File: src/design/u8d_pkg.sv
`default_nettype none

package u8d_pkg;

    // code point width and replacement character
    localparam int unsigned CP_W = 21;
    localparam logic [CP_W-1:0] REPLACEMENT = 21'h00FFFD;

    // lead byte classes
    localparam logic [7:0] LEAD2_MIN = 8'hC0;
    localparam logic [7:0] LEAD3_MIN = 8'hE0;
    localparam logic [7:0] LEAD4_MIN = 8'hF0;

    // number of continuation bytes a lead asks for, zero when not a lead
    function automatic logic [1:0] lead_extra(input logic [7:0] b);
        logic [1:0] extra;
        priority if (b >= LEAD4_MIN)
            extra = 2'd3;
        else if (b >= LEAD3_MIN)
            extra = 2'd2;
        else if (b >= LEAD2_MIN)
            extra = 2'd1;
        else
            extra = 2'd0;
        return extra;
    endfunction

    // payload bits carried by a lead byte
    function automatic logic [CP_W-1:0] lead_bits(input logic [7:0] b, input logic [1:0] extra);
        logic [CP_W-1:0] bits;
        unique case (extra)
            2'd3:    bits = {{(CP_W-3){1'b0}}, b[2:0]};
            2'd2:    bits = {{(CP_W-4){1'b0}}, b[3:0]};
            2'd1:    bits = {{(CP_W-5){1'b0}}, b[4:0]};
            default: bits = '0;
        endcase
        return bits;
    endfunction

endpackage

`default_nettype wire

File: src/design/utf8_stream_decoder_top.sv
// channel | handshake           | payload
// --------+---------------------+------------------------------------------------
// input   | in_valid, in_stall  | in_byte, end_of_text
// output  | out_valid, out_stall| code_point, is_replacement, run_last, text_done
//
// a transfer steps the held lead and bytes plus the new one (up to four) through
// the shared shift-and-merge unit, then closes the run
// a short sequence kept for the next transfer stops the stepping at its lead
// in_stall is high from the cycle after a transfer until the run closes
// a stalled output freezes the sequencer whenever a result is also pending
// rst_n clears the sequencer, the pending flags and the held byte count
`default_nettype none

module utf8_stream_decoder_top (
    input  wire logic                    clk,
    input  wire logic                    rst_n,
    input  wire logic                    in_valid,
    output logic                         in_stall,
    input  wire logic [7:0]              in_byte,
    input  wire logic                    end_of_text,
    output logic                         out_valid,
    input  wire logic                    out_stall,
    output logic [u8d_pkg::CP_W-1:0]     code_point,
    output logic                         is_replacement,
    output logic                         run_last,
    output logic                         text_done
);

    localparam logic [1:0] S_IDLE = 2'd0;
    localparam logic [1:0] S_SCAN = 2'd1;
    localparam logic [1:0] S_CONT = 2'd2;

    localparam int unsigned CP_W = u8d_pkg::CP_W;

    // control state
    logic [1:0]      state_reg, state_next;
    logic [2:0]      rem_reg, rem_next;
    logic            held_seq_reg, held_seq_next;
    logic            end_reg, end_next;
    logic [1:0]      cnt_reg, cnt_next;
    logic            pend_valid_reg, pend_valid_next;
    logic            out_valid_reg, out_valid_next;

    // payload
    logic [7:0]      buf_reg [0:3];
    logic [7:0]      buf_next [0:3];
    logic [CP_W-1:0] acc_reg, acc_next;
    logic [CP_W-1:0] pend_cp_reg, pend_cp_next;
    logic            pend_repl_reg, pend_repl_next;
    logic [CP_W-1:0] out_cp_reg, out_cp_next;
    logic            out_repl_reg, out_repl_next;
    logic            out_last_reg, out_last_next;
    logic            out_done_reg, out_done_next;

    // step decisions
    logic            go;
    logic            emit_en;
    logic [CP_W-1:0] emit_cp;
    logic            emit_repl;
    logic            finish_en;
    logic [7:0]      head;
    logic [1:0]      extra;
    logic            short_seq;
    logic [CP_W-1:0] acc_merged;

    assign in_stall       = (state_reg != S_IDLE);
    assign out_valid      = out_valid_reg;
    assign code_point     = out_cp_reg;
    assign is_replacement = out_repl_reg;
    assign run_last       = out_last_reg;
    assign text_done      = out_done_reg;

    assign head       = buf_reg[0];
    assign extra      = u8d_pkg::lead_extra(head);
    assign short_seq  = ((3'(extra) + 3'd1) > rem_reg);
    assign acc_merged = {acc_reg[CP_W-7:0], head[5:0]};

    // a step may run when it has room to hand a pending result on
    assign go = !pend_valid_reg || !out_valid_reg || !out_stall;

    // sequencer
    always_comb
    begin
        state_next      = state_reg;
        rem_next        = rem_reg;
        held_seq_next   = held_seq_reg;
        end_next        = end_reg;
        cnt_next        = cnt_reg;
        acc_next        = acc_reg;
        pend_valid_next = pend_valid_reg;
        pend_cp_next    = pend_cp_reg;
        pend_repl_next  = pend_repl_reg;
        out_valid_next  = out_valid_reg;
        out_cp_next     = out_cp_reg;
        out_repl_next   = out_repl_reg;
        out_last_next   = out_last_reg;
        out_done_next   = out_done_reg;
        for (int i = 0; i < 4; i++)
        begin
            buf_next[i] = buf_reg[i];
        end
        emit_en   = 1'b0;
        emit_cp   = '0;
        emit_repl = 1'b0;
        finish_en = 1'b0;

        // output transfer
        if (out_valid_reg && !out_stall)
        begin
            out_valid_next = 1'b0;
        end

        unique case (state_reg)
            S_IDLE:
            begin
                if (in_valid)
                begin
                    end_next      = end_of_text;
                    held_seq_next = 1'b0;
                    state_next    = S_SCAN;
                    if (held_seq_reg)
                    begin
                        // append after the held lead and bytes
                        for (int i = 0; i < 4; i++)
                        begin
                            if (rem_reg[1:0] == 2'(i))
                            begin
                                buf_next[i] = in_byte;
                            end
                        end
                        rem_next = rem_reg + 3'd1;
                    end
                    else
                    begin
                        buf_next[0] = in_byte;
                        rem_next    = 3'd1;
                    end
                end
            end
            S_SCAN:
            begin
                if (go)
                begin
                    priority if (rem_reg == 3'd0)
                    begin
                        finish_en = 1'b1;
                    end
                    else if (extra != 2'd0 && short_seq && !end_reg)
                    begin
                        // keep the lead and its bytes for the next transfer
                        held_seq_next = 1'b1;
                        finish_en     = 1'b1;
                    end
                    else
                    begin
                        for (int i = 0; i < 3; i++)
                        begin
                            buf_next[i] = buf_reg[i+1];
                        end
                        rem_next = rem_reg - 3'd1;
                        priority if (!head[7])
                        begin
                            emit_en = 1'b1;
                            emit_cp = {{(CP_W-8){1'b0}}, head};
                        end
                        else if (extra == 2'd0 || short_seq)
                        begin
                            emit_en   = 1'b1;
                            emit_cp   = u8d_pkg::REPLACEMENT;
                            emit_repl = 1'b1;
                        end
                        else
                        begin
                            acc_next   = u8d_pkg::lead_bits(head, extra);
                            cnt_next   = extra;
                            state_next = S_CONT;
                        end
                    end
                end
            end
            S_CONT:
            begin
                if (go)
                begin
                    // continuation is consumed whether good or bad
                    for (int i = 0; i < 3; i++)
                    begin
                        buf_next[i] = buf_reg[i+1];
                    end
                    rem_next = rem_reg - 3'd1;
                    priority if (head[7:6] != 2'b10)
                    begin
                        emit_en    = 1'b1;
                        emit_cp    = u8d_pkg::REPLACEMENT;
                        emit_repl  = 1'b1;
                        state_next = S_SCAN;
                    end
                    else if (cnt_reg == 2'd1)
                    begin
                        emit_en    = 1'b1;
                        emit_cp    = acc_merged;
                        state_next = S_SCAN;
                    end
                    else
                    begin
                        acc_next = acc_merged;
                        cnt_next = cnt_reg - 2'd1;
                    end
                end
            end
            default:
            begin
                state_next = S_IDLE;
            end
        endcase

        // a new result pushes the pending one out, not yet last
        if (emit_en)
        begin
            if (pend_valid_reg)
            begin
                out_valid_next = 1'b1;
                out_cp_next    = pend_cp_reg;
                out_repl_next  = pend_repl_reg;
                out_last_next  = 1'b0;
                out_done_next  = 1'b0;
            end
            pend_valid_next = 1'b1;
            pend_cp_next    = emit_cp;
            pend_repl_next  = emit_repl;
        end

        // closing the run marks the pending result as last
        if (finish_en)
        begin
            if (pend_valid_reg)
            begin
                out_valid_next = 1'b1;
                out_cp_next    = pend_cp_reg;
                out_repl_next  = pend_repl_reg;
                out_last_next  = 1'b1;
                out_done_next  = end_reg;
            end
            pend_valid_next = 1'b0;
            state_next      = S_IDLE;
        end
    end

    // control registers
    always_ff @(posedge clk or negedge rst_n)
    begin
        if (!rst_n)
        begin
            state_reg      <= S_IDLE;
            rem_reg        <= 3'd0;
            held_seq_reg   <= 1'b0;
            end_reg        <= 1'b0;
            cnt_reg        <= 2'd0;
            pend_valid_reg <= 1'b0;
            out_valid_reg  <= 1'b0;
        end
        else
        begin
            state_reg      <= state_next;
            rem_reg        <= rem_next;
            held_seq_reg   <= held_seq_next;
            end_reg        <= end_next;
            cnt_reg        <= cnt_next;
            pend_valid_reg <= pend_valid_next;
            out_valid_reg  <= out_valid_next;
        end
    end

    // payload registers
    always_ff @(posedge clk)
    begin
        for (int i = 0; i < 4; i++)
        begin
            buf_reg[i] <= buf_next[i];
        end
        acc_reg       <= acc_next;
        pend_cp_reg   <= pend_cp_next;
        pend_repl_reg <= pend_repl_next;
        out_cp_reg    <= out_cp_next;
        out_repl_reg  <= out_repl_next;
        out_last_reg  <= out_last_next;
        out_done_reg  <= out_done_next;
    end

endmodule

`default_nettype wire

File: config.mk
export PLATFORM = sky130hd
export DESIGN_NAME = utf8_stream_decoder_top
export DESIGN_NICKNAME = d
export VERILOG_FILES = /design/src/design/u8d_pkg.sv /design/src/design/utf8_stream_decoder_top.sv
export SDC_FILE = /design/constraint.sdc
export NUM_CORES = 1
export LEC_CHECK = 0
export ABC_AREA = 1
export BUFFER_PORTS_ARGS = -buffer_cell sky130_fd_sc_hd__buf_4
export CAP_MARGIN = 20
export CORE_UTILIZATION = 36
export CTS_CLUSTER_DIAMETER = 30
export DETAILED_ROUTE_END_ITERATION = 7
export PLACE_DENSITY = 0.53
export SYNTH_ARGS = -nofsm -noshare
export SYNTH_HDL_FRONTEND = slang
export SYNTH_SLANG_ARGS = --single-unit
File: constraint.sdc
create_clock -name clk -period 5.3 [get_ports clk]
set_clock_uncertainty 0.15 [all_clocks]
set_input_delay 1.06 -clock clk [delete_from_list [all_inputs] [get_ports clk]]
set_output_delay 1.06 -clock clk [all_outputs]
set_load 0.05 [all_outputs]
== After elaboration in Yosys (flattened, before gate mapping) ==
Memory sizes are Yosys's and may differ from the RTL's.
Index checks and enable logic that the tools add are counted.

* Bits in writable memories: 32
* Bits in registers: 72
* Output and inout bits: 26
* Memories: 1
* Latch bits: 0
* Logic and storage cells: 186
* Input bits: 13
* ROM bits: 0

* Reduce and logical (&&, ||, !) cells: 25
* Equal/unequal tests: 28
* Div/mod/pow operators: 0
* Mux-type cells: 110
* Shift operators: 0
* Bitwise operators: 0
* $add $sub $neg: 4
* Magnitude comparators: 4
* Multipliers: 0

{| class="wikitable"
|+ Memories
! name !! depth !! width !! read ports !! clocked after Yosys merged registers in !! write ports !! RTL line !! source
|-
| buf_reg || 4 || 8 || 4 || 0 || 4 || utf8_stream_decoder_top.sv:45 || <nowiki>logic [7:0] buf_reg [0:3];</nowiki>
|}

{| class="wikitable"
|+ Operators with widths
! kind !! count
|-
| 21-bit 2-to-1 mux || 7
|-
| 15-bit 2-to-1 mux || 8
|-
| 24-bit 2-to-1 mux || 5
|-
| 16-bit 2-to-1 mux || 5
|-
| 24-bit one-hot mux with 3 select lines || 1
|-
| 8-bit 2-to-1 mux || 6
|-
| 1-bit 2-to-1 mux || 42
|-
| 21-bit one-hot mux with 2 select lines || 1
|-
| 2-bit 2-to-1 mux || 20
|-
| 32-bit 2-to-1 mux || 1
|-
| 15-bit one-hot mux with 2 select lines || 1
|-
| 8-bit greater-or-equal comparator (second input constant) || 3
|-
| 2-bit != test (second input constant) || 11
|-
| 3-bit != test (second input constant) || 7
|-
| 3-bit 2-to-1 mux || 6
|-
| 5-bit one-hot mux with 3 select lines || 1
|-
| 2-bit equality test (second input constant) || 5
|-
| 2-bit nonzero test || 5
|-
| 3-bit one-hot mux with 3 select lines || 1
|-
| 9-bit AND reduction || 1
|-
| 2-bit by 1-bit equality test with 1-bit output (second input constant) || 4
|-
| 8-bit AND reduction || 1
|-
| 2-bit logical NOT || 3
|-
| 1-bit one-hot mux with 2 select lines || 3
|-
| 16 further kinds || 23
|}

== Logic depth before layout (Yosys ltp) ==
An unclocked memory read counts as a cell.

* Depth after elaboration: 17
* Depth in mapped cells: 18

== Least setup slack after synthesis ==
Ideal clock, no wire load.

* Path type: register -> register
* Start point: mem buf_reg[0][7]
* End point: reg with a tool-made name
* Stages on the path, launching flop included: 19
* Required time: 4857 ps
* Clock period less this slack: 3020 ps
* Setup time: 293 ps
* Arrival time: 2576 ps
* Path buffers: 1
* Setup slack: 2280 ps
* Path through: edfxtp_1 -> buf_4 -> nand2_1 -> nor2_1 -> inv_1 -> ha_1 -> inv_1 -> ha_1 -> nand3_1 -> nand2_2 -> nand3_2 -> nand2_4 -> inv_4 -> nand2_2 -> nand2_2 -> nand2_4 -> inv_1 -> nand2_1 -> nand2_1

{| class="wikitable"
|+ RTL lines
! element !! RTL line
|-
| start: declaration || utf8_stream_decoder_top.sv:45
|}

==> results.json <==
{
  "ant_nets": 0,
  "relSlewSlack_pct": 27.44,
  "antenna_found_initial": 0,
  "cts_setup_buffers": 0,
  "ctsLongestPathBuffers": 2,
  "vias_per_cell": 4.847,
  "htreeDepth": 3,
  "cts.clk_slew.worst_paths_ns": 0.07,
  "critPathArrivalTime_ns": 3.77,
  "gp_congestion": 0.8163,
  "worstPathRequired_ns": 5.22,
  "area_growth_pct": 12.93,
  "cts-hold-fix-buffers": 0,
  "cp-start-kind": "register",
  "syn_nets": 509,
  "max_cap_viol_count": 0,
  "end_kind": "register",
  "die_height_um": 122.5,
  "status": "complete, no violations",
  "use_met2_pct": 23.49,
  "setup_tns_ns": 0,
  "clock_latency_ns": 0.35,
  "wl_per_cell_um": 14.67,
  "cts-root-buf": "clkbuf_16",
  "drcViolationCount": 0,
  "cts-resized-gates": 0,
  "wl_mm": 10.15,
  "die_x_um": 122.5,
  "finalHoldViolations": 0,
  "drive_gt1_share_pct": 18.36,
  "grt_first_pass_wirelength_mm": 16.79,
  "grt_pass1_vias": 3248,
  "portBuffers": 38,
  "antenna_cells": 0,
  "vias": 3354,
  "synth_cell_types": 37,
  "finalCritPeriodShare_pct": 72.65,
  "ys_seq_area_share_pct": 58.72,
  "grt_max_degree": 31,
  "worst_pin_slew_ns": 1.084,
  "syn_avg_cell_area_sq_um": 10.93,
  "ios": 39,
  "startpoint": "state_reg[0]",
  "cts_made_buffers": 9,
  "die_area_sq_mm": 0.01500,
  "core_sq_mm": 0.01404,
  "yosysWarnings": 0,
  "grt.total_usage_pct": 14.84,
  "synth_top_area_share_pct": 53.45,
  "setup_viol": 0,
  "period_needed_ns": 3.850,
  "r2r_slack_ns": 1.45,
  "r2r_start": "state_reg[0]",
  "drtIter0Drc": 171,
  "worstSetupPathType": "register to register",
  "busiest_layer": "met2",
  "overflow": 0,
  "grt_use_met3_pct": 4.693,
  "holdWs_ns": 0.3394,
  "cts.sinks": 104,
  "post-route-util_pct": 42.02,
  "syn_area_sq_mm": 0.005225,
  "rsz0062_at_grt": "no",
  "dr.pass1.iters": 5,
  "critPathMaxFanout": 30,
  "start_util_pct": 37.21,
  "synth-seq-cells": 104,
  "use_met1_pct": 19.40,
  "synth_area_leaders": "edfxtp_1, nand2_1, dfrtp_1, ha_1, mux2i_1",
  "hold_class": "register to register",
  "clock.fmax_mhz": 259.7,
  "rows": 43,
  "synthCells": 478,
  "synth_top_area_cell": "edfxtp_1",
  "nNetsFinal": 538,
  "slew_viol_final": 0,
  "dp_hpwl_mm": 7.327,
  "cts_tree": "yes",
  "hp-start": "cnt_reg[1]"
}
## Yosys cell counts (all sizes together)
| library cell | number |
|---|---|
| o2111ai | 2 |
| nor3b | 5 |
| nor2 | 40 |
| nand3 | 21 |
| clkbuf | 4 |
| inv | 49 |
| mux2i | 22 |
| nand2 | 103 |
| o21ai | 31 |
| mux2 | 1 |
| o21bai | 1 |
| a211oi | 1 |
| ha | 18 |
| a21oi | 47 |
| nand3b | 1 |
| a22o | 8 |
| dfrtp | 11 |
| edfxtp | 93 |
| nand4 | 2 |
| buf | 17 |
| nor4 | 1 |
## final timing paths
path | to | cells past startpoint
hold reg to reg | cnt_reg[1] | 2
setup reg to reg | register | 8
min in group asynchronous | rem_reg[1] | 1
max in group asynchronous | pend_valid_reg | 1
setup / recovery | register | 8
hold / removal | cnt_reg[1] | 2
## critical path: stages (launching register included)
cell	delay [ns]
dfrtp_1	0.42
inv_1	0.09
ha_1	0.91
nand2_1	0.49
nor2_2	0.27
nand2_4	0.26
inv_1	0.71
nand2_1	0.16
nand2_1	0.12
## layer usage
layer  vias to the layer above  share of wire, %  routed length (um)
met5                         -                 0                   0
met4                         0               1.3                 136
met3                         9               3.9                 397
met2                        58                47                4786
met1                      1584                48                4831
li1                       1703                 -                   -
## stage by stage
stage	area, sq um	cells	worst slack (ns)
after detailed placement	5605	676	1.359
after floorplan	5225	478	2.280
after CTS	5901	692	1.370
after global routing	5901	692	0.9986
after global placement	5605	676	1.481
final	5901	692	1.450
## area by class of cell
type	instances	area, sq um
timing repair buffer	39	292.8
fill	1347	8142
clock buffer	10	229.0
tap	180	225.2
multi-input combinational	304	1833
inverter	49	186.4
sequential	104	3068
clock inverter	6	66.31
## cells in the final DEF, fill, tap and decap left out, types with 2 or more instances in the layout
master	n
nand3_1	17
nand3_2	2
inv_1	45
nand2_1	97
mux2i_1	22
a21oi_2	19
nand2_4	2
clkinvlp_4	2
a21oi_1	26
nand2_2	4
clkbuf_16	9
nand3_4	2
o21ai_0	28
inv_2	3
nor2_2	2
nor3b_1	5
ha_1	18
a21oi_4	2
nor2_1	36
o2111ai_1	2
nand4_1	2
nor2_4	2
dfrtp_1	11
edfxtp_1	93
inv_6	2
a22o_1	8
buf_4	39
o21ai_1	2
## logic make-up after synthesis
logic type | Yosys count | synth area share [%]
muxes | 23 | 4.430
AOI/OAI and AO/OA | 90 | 11.30
DFF | 104 | 58.72
adders and majority gates | 18 | 4.310
buffers and inverters | 70 | 6.202
and+or+nand+nor | 173 | 15.04
Power is left out: the tool's default activity adds up to more than one toggle a clock period on the data nets, which glitch-free logic cannot reach.
